**src/rtl/mpbsd_pkg.sv**
```systemverilog
// ----------------------------------------------------------------------------
// mpbsd_pkg
// Shared constants, register codes and structs of the byte sequence detector
// ----------------------------------------------------------------------------
package mpbsd_pkg;

   localparam int NumPatterns   = 5;
   localparam int MaxPatternLen = 6;
   localparam int PatSlots      = 5;

   localparam int ByteW    = 8;
   localparam int PatW     = 48;
   localparam int LenW     = 3;
   localparam int LengthsW = 15;
   localparam int IndexW   = 3;
   localparam int CsrAddrW = 3;
   localparam int CsrDataW = 48;

   // register reset values
   localparam logic [PatW-1:0] PatAReset = 48'd2431262;
   localparam logic [PatW-1:0] PatBReset = 48'd78099916319;
   localparam logic [PatW-1:0] PatCReset = 48'd623776291;
   localparam logic [PatW-1:0] PatDReset = 48'd3281458;
   localparam logic [PatW-1:0] PatEReset = 48'd20968367922738;
   localparam logic [LengthsW-1:0] LengthsReset = 15'd26411;
   localparam logic [LenW-1:0]     SpecialReset = 3'd6;
   localparam logic [ByteW-1:0]    ReplaceReset = 8'd42;

   // register indexes on the csr port
   typedef enum logic [CsrAddrW-1:0] {
      CSR_PATTERN_A   = 3'd0,
      CSR_PATTERN_B   = 3'd1,
      CSR_PATTERN_C   = 3'd2,
      CSR_PATTERN_D   = 3'd3,
      CSR_PATTERN_E   = 3'd4,
      CSR_LENGTHS     = 3'd5,
      CSR_SPECIAL_LEN = 3'd6,
      CSR_REPLACE     = 3'd7
   } csr_index_type;

   // configuration as seen by the match logic
   typedef struct packed {
      logic [PatSlots-1:0][PatW-1:0] pattern;
      logic [LengthsW-1:0]           lengths;
      logic [LenW-1:0]               special_len;
      logic [ByteW-1:0]              replace_byte;
   } cfg_type;

   // outcome of one byte
   typedef struct packed {
      logic              hit;
      logic [IndexW-1:0] index;
      logic              special;
      logic [ByteW-1:0]  out_byte;
   } match_type;

endpackage

```
**src/rtl/mpbsd_csr.sv**
```systemverilog
// ----------------------------------------------------------------------------
// mpbsd_csr
// Configuration registers: patterns, lengths, special length, replacement byte
// ----------------------------------------------------------------------------
module mpbsd_csr (
   input  logic                           clock,
   input  logic                           reset,
   input  logic                           csr_we,
   input  logic [mpbsd_pkg::CsrAddrW-1:0] csr_addr,
   input  logic [mpbsd_pkg::CsrDataW-1:0] csr_wdata,
   output mpbsd_pkg::cfg_type             cfg
);

   mpbsd_pkg::cfg_type cfg_ff;
   mpbsd_pkg::cfg_type cfg_in;

   // decode one register write
   always_comb begin
      cfg_in = cfg_ff;
      if (csr_we) begin
         unique case (mpbsd_pkg::csr_index_type'(csr_addr))
            mpbsd_pkg::CSR_PATTERN_A:   cfg_in.pattern[0] = csr_wdata[mpbsd_pkg::PatW-1:0];
            mpbsd_pkg::CSR_PATTERN_B:   cfg_in.pattern[1] = csr_wdata[mpbsd_pkg::PatW-1:0];
            mpbsd_pkg::CSR_PATTERN_C:   cfg_in.pattern[2] = csr_wdata[mpbsd_pkg::PatW-1:0];
            mpbsd_pkg::CSR_PATTERN_D:   cfg_in.pattern[3] = csr_wdata[mpbsd_pkg::PatW-1:0];
            mpbsd_pkg::CSR_PATTERN_E:   cfg_in.pattern[4] = csr_wdata[mpbsd_pkg::PatW-1:0];
            mpbsd_pkg::CSR_LENGTHS:     cfg_in.lengths = csr_wdata[mpbsd_pkg::LengthsW-1:0];
            mpbsd_pkg::CSR_SPECIAL_LEN: cfg_in.special_len = csr_wdata[mpbsd_pkg::LenW-1:0];
            mpbsd_pkg::CSR_REPLACE:     cfg_in.replace_byte = csr_wdata[mpbsd_pkg::ByteW-1:0];
            default:                    cfg_in = cfg_ff;
         endcase
      end
   end

   // register bank with its reset values
   always_ff @(posedge clock) begin
      if (reset) begin
         cfg_ff.pattern[0]   <= mpbsd_pkg::PatAReset;
         cfg_ff.pattern[1]   <= mpbsd_pkg::PatBReset;
         cfg_ff.pattern[2]   <= mpbsd_pkg::PatCReset;
         cfg_ff.pattern[3]   <= mpbsd_pkg::PatDReset;
         cfg_ff.pattern[4]   <= mpbsd_pkg::PatEReset;
         cfg_ff.lengths      <= mpbsd_pkg::LengthsReset;
         cfg_ff.special_len  <= mpbsd_pkg::SpecialReset;
         cfg_ff.replace_byte <= mpbsd_pkg::ReplaceReset;
      end else begin
         cfg_ff <= cfg_in;
      end
   end

   assign cfg = cfg_ff;

endmodule

```
**src/rtl/mpbsd_match.sv**
```systemverilog
// ----------------------------------------------------------------------------
// mpbsd_match
// Per-pattern progress counters and the compare/priority logic for one byte
// ----------------------------------------------------------------------------
module mpbsd_match #(
   parameter int NUM_PATTERNS    = mpbsd_pkg::NumPatterns,
   parameter int MAX_PATTERN_LEN = mpbsd_pkg::MaxPatternLen
) (
   input  logic                         clock,
   input  logic                         reset,
   input  mpbsd_pkg::cfg_type           cfg,
   input  logic [mpbsd_pkg::ByteW-1:0]  in_byte,
   input  logic                         fire,
   output mpbsd_pkg::match_type         result
);

   logic [NUM_PATTERNS-1:0][mpbsd_pkg::LenW-1:0] progress_ff;
   logic [NUM_PATTERNS-1:0][mpbsd_pkg::LenW-1:0] progress_in;
   logic [NUM_PATTERNS-1:0][mpbsd_pkg::LenW-1:0] progress_next;
   logic [NUM_PATTERNS-1:0][mpbsd_pkg::LenW-1:0] eff_len;
   logic [NUM_PATTERNS-1:0]                      done;

   // effective lengths, advance/clear each counter, find lowest completion
   always_comb begin
      logic [mpbsd_pkg::LenW-1:0]     raw_len;
      logic [63:0]                    pat64;
      logic [mpbsd_pkg::ByteW-1:0]    expect_byte;
      logic                           found;
      logic [mpbsd_pkg::IndexW-1:0]   win_idx;
      logic [mpbsd_pkg::LenW-1:0]     win_len;
      found   = 1'b0;
      win_idx = '0;
      win_len = '0;
      for (int i = 0; i < NUM_PATTERNS; i++) begin
         raw_len = cfg.lengths[mpbsd_pkg::LenW*i +: mpbsd_pkg::LenW];
         if (raw_len > mpbsd_pkg::LenW'(MAX_PATTERN_LEN)) begin
            eff_len[i] = mpbsd_pkg::LenW'(MAX_PATTERN_LEN);
         end else begin
            eff_len[i] = raw_len;
         end
         pat64       = 64'(cfg.pattern[i]);
         expect_byte = pat64[{progress_ff[i], 3'b000} +: mpbsd_pkg::ByteW];
         if (eff_len[i] != '0 && progress_ff[i] < eff_len[i] && expect_byte == in_byte) begin
            progress_next[i] = progress_ff[i] + 1'b1;
         end else begin
            progress_next[i] = '0;
         end
         done[i] = (eff_len[i] != '0) && (progress_next[i] == eff_len[i]);
         if (done[i] && !found) begin
            found   = 1'b1;
            win_idx = mpbsd_pkg::IndexW'(i);
            win_len = eff_len[i];
         end
      end
      result.hit      = found && (in_byte != '0);
      result.index    = win_idx;
      result.special  = (win_len == cfg.special_len);
      result.out_byte = result.special ? cfg.replace_byte : in_byte;
   end

   // zero bytes leave the counters alone, a completion clears them all
   always_comb begin
      progress_in = progress_ff;
      if (fire && in_byte != '0) begin
         if (result.hit) begin
            progress_in = '0;
         end else begin
            progress_in = progress_next;
         end
      end
   end

   always_ff @(posedge clock) begin
      if (reset) begin
         progress_ff <= '0;
      end else begin
         progress_ff <= progress_in;
      end
   end

endmodule

```
**src/rtl/multi_pattern_byte_sequence_detector.sv**
```systemverilog
// ----------------------------------------------------------------------------
// multi_pattern_byte_sequence_detector
// Watches a byte stream for configured patterns and reports each completion
// ----------------------------------------------------------------------------
// Usage:
//   req_ carries one byte per word (zero bytes are dropped without effect).
//   rsp_ carries one word per completed pattern: the byte (or the replacement
//   byte when the winning pattern has the special length), the index of the
//   lowest-numbered pattern that completed and the special-match flag.
//   csr_ writes one register per cycle by index; write only while idle.
// Path: an accepted byte lands in one input register; the compare logic between
//   it and one result register decides what the result register shows.
// Throughput: one byte per cycle unless a hit waits on a stalled result; the five
//   progress counters update in the same cycle the byte leaves the input register.
// Reset: counters clear, registers load their defaults, no word is pending.
// Stall: while rsp_tready is low the result holds; the input register still
//   drains bytes that complete nothing, refilling behind each, and holds a hit.
// ----------------------------------------------------------------------------
module multi_pattern_byte_sequence_detector #(
   parameter int NUM_PATTERNS    = mpbsd_pkg::NumPatterns,
   parameter int MAX_PATTERN_LEN = mpbsd_pkg::MaxPatternLen
) (
   input  logic                           clock,
   input  logic                           reset,
   // input byte stream
   input  logic                           req_tvalid,
   output logic                           req_tready,
   input  logic [7:0]                     req_tdata,  // [7:0] in_byte
   // detection results
   output logic                           rsp_tvalid,
   input  logic                           rsp_tready,
   output logic [7:0]                     rsp_tdata,  // [7:0] out_byte
   output logic [3:0]                     rsp_tuser,  // [2:0] pattern_index, [3] special_match
   // configuration writes
   input  logic                           csr_we,
   input  logic [mpbsd_pkg::CsrAddrW-1:0] csr_addr,
   input  logic [mpbsd_pkg::CsrDataW-1:0] csr_wdata
);

   mpbsd_pkg::cfg_type   cfg;
   mpbsd_pkg::match_type result;

   logic                        in_valid_ff;
   logic                        in_valid_in;
   logic [mpbsd_pkg::ByteW-1:0] in_byte_ff;
   logic                        rsp_valid_ff;
   logic                        rsp_valid_in;
   logic [mpbsd_pkg::ByteW-1:0] rsp_byte_ff;
   logic [mpbsd_pkg::IndexW-1:0] rsp_index_ff;
   logic                        rsp_special_ff;
   logic                        out_free;
   logic                        in_advance;
   logic                        req_fire;

   mpbsd_csr u_csr (
      .clock     (clock),
      .reset     (reset),
      .csr_we    (csr_we),
      .csr_addr  (csr_addr),
      .csr_wdata (csr_wdata),
      .cfg       (cfg)
   );

   mpbsd_match #(
      .NUM_PATTERNS    (NUM_PATTERNS),
      .MAX_PATTERN_LEN (MAX_PATTERN_LEN)
   ) u_match (
      .clock   (clock),
      .reset   (reset),
      .cfg     (cfg),
      .in_byte (in_byte_ff),
      .fire    (in_advance),
      .result  (result)
   );

   // handshake: the held byte moves on unless it hits and the result is stuck
   assign out_free   = !rsp_valid_ff || rsp_tready;
   assign in_advance = in_valid_ff && (out_free || !result.hit);
   assign req_tready = !reset && (!in_valid_ff || in_advance);
   assign req_fire   = req_tvalid && req_tready;

   // input register
   always_comb begin
      in_valid_in = in_valid_ff;
      if (req_fire) begin
         in_valid_in = 1'b1;
      end else if (in_advance) begin
         in_valid_in = 1'b0;
      end
   end

   always_ff @(posedge clock) begin
      if (reset) begin
         in_valid_ff <= 1'b0;
      end else begin
         in_valid_ff <= in_valid_in;
      end
   end

   always_ff @(posedge clock) begin
      if (req_fire) begin
         in_byte_ff <= req_tdata;
      end
   end

   // result register
   always_comb begin
      rsp_valid_in = rsp_valid_ff;
      if (out_free) begin
         rsp_valid_in = in_advance && result.hit;
      end
   end

   always_ff @(posedge clock) begin
      if (reset) begin
         rsp_valid_ff <= 1'b0;
      end else begin
         rsp_valid_ff <= rsp_valid_in;
      end
   end

   always_ff @(posedge clock) begin
      if (out_free && in_advance && result.hit) begin
         rsp_byte_ff    <= result.out_byte;
         rsp_index_ff   <= result.index;
         rsp_special_ff <= result.special;
      end
   end

   assign rsp_tvalid = rsp_valid_ff;
   assign rsp_tdata  = rsp_byte_ff;
   assign rsp_tuser  = {rsp_special_ff, rsp_index_ff};

endmodule

```
**config.mk**
```make
export PLATFORM = sky130hd
export DESIGN_NAME = multi_pattern_byte_sequence_detector
export DESIGN_NICKNAME = d
export VERILOG_FILES = /design/src/rtl/mpbsd_pkg.sv /design/src/rtl/mpbsd_csr.sv /design/src/rtl/mpbsd_match.sv /design/src/rtl/multi_pattern_byte_sequence_detector.sv
export SDC_FILE = /design/constraint.sdc
export NUM_CORES = 1
export LEC_CHECK = 0
export ABC_CLOCK_PERIOD_IN_PS = 4700
export BUFFER_PORTS_ARGS = -buffer_cell sky130_fd_sc_hd__clkbuf_2
export CORE_MARGIN = 10
export CORE_UTILIZATION = 55
export DETAILED_ROUTE_END_ITERATION = 12
export GPL_ROUTABILITY_DRIVEN = 0
export PLACE_DENSITY = 0.76
export SETUP_SLACK_MARGIN = 0.1
export SYNTH_ARGS = -nofsm -noshare
export SYNTH_HDL_FRONTEND = slang
export SYNTH_SLANG_ARGS = --single-unit
```
**constraint.sdc**
```tcl
create_clock -name clock -period 4.7 [get_ports clock]
set_input_delay 0.47 -clock clock [delete_from_list [all_inputs] [get_ports clock]]
set_output_delay 0.47 -clock clock [all_outputs]
set_load 0.02 [all_outputs]
```
==> summary.txt, run 1 <==
Floorplanning
  • Starting density of the core: 0.560
  • Die footprint: 0.0346 sq mm
  • Die Ht: 186 um
  • Rows: 60
  • IO Count: 78
  • Core area: between 0.02 and 0.03 sq mm
  • Die Wd: 186 um

Final layout
  • Layout Nets: between 1,500 and 2,000
  • Final core occ: 0.619
  • Share of post-route cells with drive strength above 1: 0.142
  • Area growth syn-to-layout: 10.6%

Logic synthesis
  • Main synth FF type: dfxtp_1
  • Synthesized area: 0.0151 sq mm
  • Ys Warns: 0
  • Synth Net Count: around 1,900
  • Synth Register Bits: 303
  • Cells after Synth: 1,829
  • Post-Syn Area per Cell: ~8.3 sq um
  • Asr flop ratio synth: 0
  • Synth cell types: 91
  • Sequential fraction of the synthesis area: 0.414
  • Post-synth EDFFs: 20

Clocking
  • Clock Latency Late Sink: 0.58 ns
  • CTS root buf: clkbuf_16
  • Cts bufs inserted: 31
  • CTS max path bufs: 3
  • Setup Buffers After CTS: 0
  • CTS Sinks: ~300
  • CTS H-tree depth: 1
  • CTS tree: yes
  • CTS clk-pin slew, worst paths: ~0.070 ns

Placement
  • IO buf count: between 70 and 80
  • Post-DP HPWL: 34,100 um

Timing
  • Worst Skew: around 0.033 ns
  • Max Freq: 0.230 GHz
  • Max Slew Vio Count: 0
  • Final min period: 4.34 ns
  • Max transition margin: 0.237
  • Setup TNS: 0 ns
  • Worst-Margin Slew: 1.14 ns
  • Period utilization: 0.924
  • RSZ-0062 raised after global routing: no
  • Setup Viol. Count Final: 0
  • Final-report hold violation count: 0

Global routing
  • First-pass GRT wire length: 73,600 um
  • Vias in the first global route: 12,737
  • Gr usage total: 0.276
  • Initial antenna violation count: 2
  • Gr ovfl total: 0
  • Pin count of the biggest net entering global routing: 170

Detailed routing
  • DRT antenna net count: 0
  • Routed WL per cell: around 22 um
  • Vias: 13,795
  • Final routed DRC violation total: 0
  • Via density: 6.26
  • Drt pass-1 iters: 5
  • Total routed wirelength: 49,000 um
  • Starting DRT DRC Count: about 1,800

Status
  • Status: complete, no violations

Power and ir drop
  • Peak supply drop: ~0.00033 V
  • Sw power: 1.40 mW
  • Pint: about 4.2 mW
  • Pleak: 6.22 nW
  • Switching portion of total power: 0.249
  • Combinational power share: 0.081
  • Sequential Power Share: 0.482
  • Pwr Total: ~5.6 mW
  • Pwr dens: 336 mW/mm^2
  • Clock share of power: 0.437

Critical path
  • Worst r2r src: u_match.progress_ff[9]
  • Max stage delay on crit path: ~0.68 ns
  • Setup crit end kind: output pin
  • Data arrival, critical path: 3.87 ns
  • Max FO, Critical Path: 11
  • Critical path type: reg -> out
  • Slowest CP cell: dfxtp_1
  • Req. time, crit path: 4.23 ns
  • Crit path cell chain: clkinvlp_4 -> nor3_1 -> a21oi_1 -> xor2_1 -> and4_1 -> a31o_2 -> or3_4 -> a31oi_1 -> clkbuf_2
  • Startpoint types: flop
  • Worst Setup SP: u_match.progress_ff[5]

Min path
  • Tightest Hold Check Type: in -> reg
  • Hold path startpoint: req_tdata[6]

Flow run
  • Max Cap Viol: 0
[synthesized netlist by cell type, types with 12 or more instances]
master | instances | area [sq um]
nand2_1 | 549 | 2060
dfxtp_1 | 283 | 5670
a21oi_1 | 210 | 1050
clkbuf_1 | 90 | 338
mux2i_1 | 69 | 691
nand3_1 | 59 | 295
nand3b_1 | 55 | 413
nor2_1 | 47 | 176
xnor2_1 | 34 | 298
nor3_1 | 33 | 165
inv_1 | 26 | 97.6
mux4_2 | 23 | 518
o21ai_0 | 23 | 115
buf_2 | 21 | 105
edfxtp_1 | 20 | 601
mux2_2 | 19 | 214
a22oi_1 | 17 | 128
ha_1 | 15 | 188
nor2b_1 | 15 | 93.8
nor4_1 | 12 | 75.1
or3_1 | 12 | 75.1
[critical path, delay by kind of cell, from the launching register on]
kind | cells | cell delay (ns)
AO/OA/AOI/OAI | 3 | 0.59
buffers and inverters | 2 | 0.65
XOR/XNOR | 1 | 0.19
flip-flops | 1 | 0.68
AND/OR/NAND/NOR | 3 | 1.16
[state kept, by name (all words and copies together) (netlist names)]
name	flops
rsp_tvalid	1
in_byte_ff	8
rsp_index_ff	3
rsp_tdata	8
u_csr.cfg	266
in_valid_ff	1
rsp_special_ff	1
u_match.progress_ff	15
[logic make-up after synthesis]
kind of cell               synth area share
adders and majority gates            0.0124
buffers and inverters                0.0462
and+or+nand+nor                       0.269
muxes                                 0.106
xor gates and xnor gates             0.0270
DFF                                   0.414
AOI/OAI and AO/OA                     0.125
[placed cells by master, fill, tap and decap left out, drive strengths merged, types with 9 or more instances in the layout]
master / count
mux2: 28
nand3: 60
inv: 29
o21ai: 24
nor3b: 11
a22oi: 18
a21oi: 210
nand2b: 9
nand3b: 55
xnor2: 34
dfxtp: 283
buf: 29
nor2b: 15
clkbuf: 125
o211ai: 13
nor2: 48
nor3: 34
and3: 10
nand2: 549
nor4: 14
mux2i: 69
edfxtp: 20
mux4: 25
or3: 12
xor2: 11
ha: 15
[layer usage]
| metal | routed length (um) | GRT usage | vias up |
|---|---|---|---|
| met1 | 19200 | 0.362 | 6529 |
| met3 | 5510 | 0.0429 | 152 |
| li1 | - | - | 6332 |
| met4 | 2210 | 0.127 | 0 |
| met2 | 22200 | 0.438 | 782 |
| met5 | 0 | 0 | - |
[repair_timing]
action	in CTS	in global routing
gates resized for setup	1	13
endpoints found under the setup margin	1	1
hold buffers	0	0
[final cells by class]
type	instances	area, sq um
diodes	2	5.00
clock buffers	49	973
clock inverters	8	53.8
fillers	2334	10300
inverters	30	124
multi-input cells	1367	8230
flip-flops and latches	303	6280
well taps	341	427
repair buffers	105	643
[final timing paths]
| kind | depth (start not counted) | slack, ns | endpoint |
|---|---|---|---|
| hold / removal | 1 | 0.09 | in_byte_ff[6] |
| hold reg to reg | 2 | 0.45 | u_csr.cfg[163] |
| setup / recovery | 9 | 0.36 | req_tready |
| setup reg to reg | 12 | 0.70 | rsp_tdata[6] |
[power groups by stage]
stage	clock network, mW	logic [mW]	registers (mW)
final	2.46	0.453	2.72
after floorplan	0	0.280	2.74
after detailed placement	0	0.438	2.77
after CTS	2.47	0.440	2.71
after global placement	0	0.430	2.77
after global routing	2.57	0.483	2.72
[through the flow]
stage	cells	instance area, sq um	hold WS, ns	setup WS, ns
after floorplan	1829	15100	0.432	1.07
after global placement	2146	15700	0.438	0.581
after detailed placement	2146	15700	0.445	0.547
after CTS	2203	16700	0.0712	0.126
after global routing	2205	16700	0.0713	0.234
final	2205	16700	0.0880	0.355
No activity file was read; power rests on OpenSTA's default activity.
==> run 2, diff against run 1 <==
--- a/config.mk
+++ b/config.mk
@@ -5,7 +5,7 @@
 export SDC_FILE = /design/constraint.sdc
 export NUM_CORES = 1
 export LEC_CHECK = 0
-export ABC_CLOCK_PERIOD_IN_PS = 4700
+export ABC_CLOCK_PERIOD_IN_PS = 4900
 export BUFFER_PORTS_ARGS = -buffer_cell sky130_fd_sc_hd__clkbuf_2
 export CORE_MARGIN = 10
 export CORE_UTILIZATION = 55
==> constraint.sdc (replaced) <==
create_clock -name clock -period 4.9 [get_ports clock]
set_input_delay 0.49 -clock clock [delete_from_list [all_inputs] [get_ports clock]]
set_output_delay 0.49 -clock clock [all_outputs]
set_load 0.02 [all_outputs]
==> run 2 against run 1 <==
Global-route usage is 0.78 points higher. Non-clock buffer count is 6 lower. Clock-buffer cell count is 10 lower. Clock skew is 0.0028 ns lower. Critical path depth stayed put. Setup slack worse by 0.18 ns. Sequential share of layout area hardly changed. Final cell count is 0.27% lower. Clock power is 2% higher. Register-to-register slack worse by 0.07 ns. Design area hardly changed. First-iteration DRC count is 6.8% higher. Critical endpoint unchanged. Highest routed layer unchanged.
==> summary.txt, run 2 (same netlist as run 1, synthesis figures left out) <==
Clocking
  • CTS root buf: clkbuf_16
  • CTS clk-pin slew, worst paths: 0.07 ns
  • CTS H-tree depth: 1
  • CTS tree: yes
  • CTS Sinks: 303
  • CTS max path bufs: 3
  • Cts bufs inserted: 30
  • Clock Latency Late Sink: around 0.58 ns
  • Setup Buffers After CTS: 0

Floorplanning
  • Rows: 60
  • IO Count: 78
  • Die Ht: 186 um
  • Die Wd: 186 um
  • Starting density of the core: 0.560
  • Die footprint: between 0.03 and 0.04 sq mm
  • Core area: between 0.02 and 0.03 sq mm

Detailed routing
  • Starting DRT DRC Count: 1,890
  • Final routed DRC violation total: 0
  • Vias: 13,852
  • Drt pass-1 iters: 6
  • DRT antenna net count: 0
  • Routed WL per cell: 22.7 um
  • Via density: 6.30
  • Total routed wirelength: 49,900 um

Flow run
  • Max Cap Viol: 0

Global routing
  • Pin count of the biggest net entering global routing: 167
  • Gr usage total: 0.284
  • Initial antenna violation count: 2
  • Gr ovfl total: 0
  • Vias in the first global route: about 13,000
  • First-pass GRT wire length: approximately 75,000 um

Min path
  • Tightest Hold Check Type: in -> reg
  • Hold path startpoint: req_tdata[3]
  • Worst hold stages: 1
  • Worst Hold Endpoint: in_byte_ff[3]

Timing
  • Setup Viol. Count Final: 0
  • Final worst slack: 0.176 ns
  • Period utilization: 0.964
  • Max transition margin: 0.229
  • Final min period: between 4 and 5 ns
  • RSZ-0062 raised after global routing: no
  • Final-report hold violation count: 0
  • Max Slew Vio Count: 0
  • Max Freq: between 0.2 and 0.25 GHz
  • Worst Skew: 0.0299 ns
  • Final Hold Slack: around 0.11 ns
  • Worst-Margin Slew: 1.15 ns
  • Setup TNS: 0 ns

Critical path
  • Reg2reg path depth: 11
  • Crit path cell chain: clkinv_1 -> nor3_1 -> a21oi_1 -> xor2_1 -> and4_1 -> a31o_2 -> or3_1 -> a31oi_1 -> clkbuf_2
  • Startpoint types: flop
  • Critical path type: reg -> out
  • Setup crit end kind: output pin
  • Worst Path Buf+Inv: 2
  • Data arrival, critical path: 4.23 ns
  • Slowest CP cell: dfxtp_1
  • WP depth: 9
  • Max stage delay on crit path: 0.66 ns
  • Max FO, Critical Path: 11
  • Reg2Reg Setup Slack: around 0.63 ns
  • Crit path max-delay family: simple AND/OR/NAND/NOR gates
  • Reg-to-Reg End: u_match.progress_ff[14]
  • Worst r2r src: u_match.progress_ff[5]
  • Req. time, crit path: 4.41 ns

Power and ir drop
  • Pleak: 6.21 nW
  • Pwr dens: 332 mW/mm^2
  • Pwr Total: 5.56 mW
  • Peak supply drop: 0.000293 V

Placement
  • Dpl ws: 0.662 ns
  • IO buf count: 77
  • Placed Area: 0.0156 sq mm
  • DP Cell Count: 2,140
  • Post-DP HPWL: 34,300 um

Final layout
  • Most frequent cells in the layout: nand2_1, dfxtp_1, a21oi_1
  • Area growth syn-to-layout: 10.5%
  • Max reg flops: 266
  • Layout Nets: 1,910
  • Final core occ: 0.619
  • Share of post-route cells with drive strength above 1: 0.134
  • Commonest non-fill, non-tap cell in the layout: nand2_1
  • Number of non-filler instances in the completed layout: 2,199
  • Post-route cell area: 0.0167 sq mm

Status
  • Status: complete, no violations
[run 2: cell count changes in the layout (fill, tap and decap cells not counted), moves of 2 or more]
cell | previous run | this run
buf_4 | 24 | 18
bufinv_16 | 0 | 5
clkbuf_1 | 5 | 3
clkbuf_8 | 13 | 4
clkinv_1 | 0 | 6
clkinv_2 | 4 | 6
clkinvlp_4 | 4 | 2
dfxtp_1 | 277 | 279
inv_6 | 2 | 0
[run 2: repair_timing]
action,4_1_cts,5_1_grt
hold buffers,0,0
gates resized for setup,0,5
endpoints found under the setup margin,0,1
hold endpoints to repair,0,0
[run 2: how the worst max path moves through the flow]
stage	to	from
after global placement	u_match.progress_ff[2]	u_match.progress_ff[1]
after CTS	req_tready	u_match.progress_ff[1]
after global routing	req_tready	u_match.progress_ff[2]
final	req_tready	u_match.progress_ff[5]
after floorplan	in_byte_ff[0]	u_match.progress_ff[0]
after detailed placement	u_match.progress_ff[8]	u_match.progress_ff[1]
[run 2: metal layers]
| layer | global-route usage | routed length [um] | part of all wire | vias up |
|---|---|---|---|---|
| met5 | 0 | 0 | 0 | - |
| met4 | 0.168 | 2990 | 0.060 | 0 |
| met3 | 0.0534 | 5270 | 0.11 | 176 |
| met2 | 0.438 | 22400 | 0.45 | 817 |
| met1 | 0.362 | 19200 | 0.38 | 6537 |
| li1 | - | - | - | 6322 |
[run 2: where the power goes]
group          switching [mW]  leakage [nW]  internal (mW)
sequential             0.0609          2.49           2.55
clock                    1.01         0.530           1.51
combinational           0.284          3.19          0.144
[run 2: area by class of cell]
class | count | area [sq um]
timing repair buffer | 99 | 607
sequential | 303 | 6270
multi-input combinational | 1367 | 8220
clock inverter | 17 | 215
fill | 2301 | 10300
inverter | 30 | 113
antenna | 3 | 7.51
tap | 341 | 427
clock buffer | 39 | 867
[run 2: worst reg2reg max path, cell delays in order (launching register included)]
cell      delay [ns]
dfxtp_1         0.66
clkinv_1        0.51
nor3_1          0.62
a21oi_1         0.11
xor2_1          0.19
and4_1          0.30
a31o_2          0.23
or3_1           0.54
nand2_1         0.16
nand2_1         0.38
o21ai_0         0.31
a21oi_1         0.09
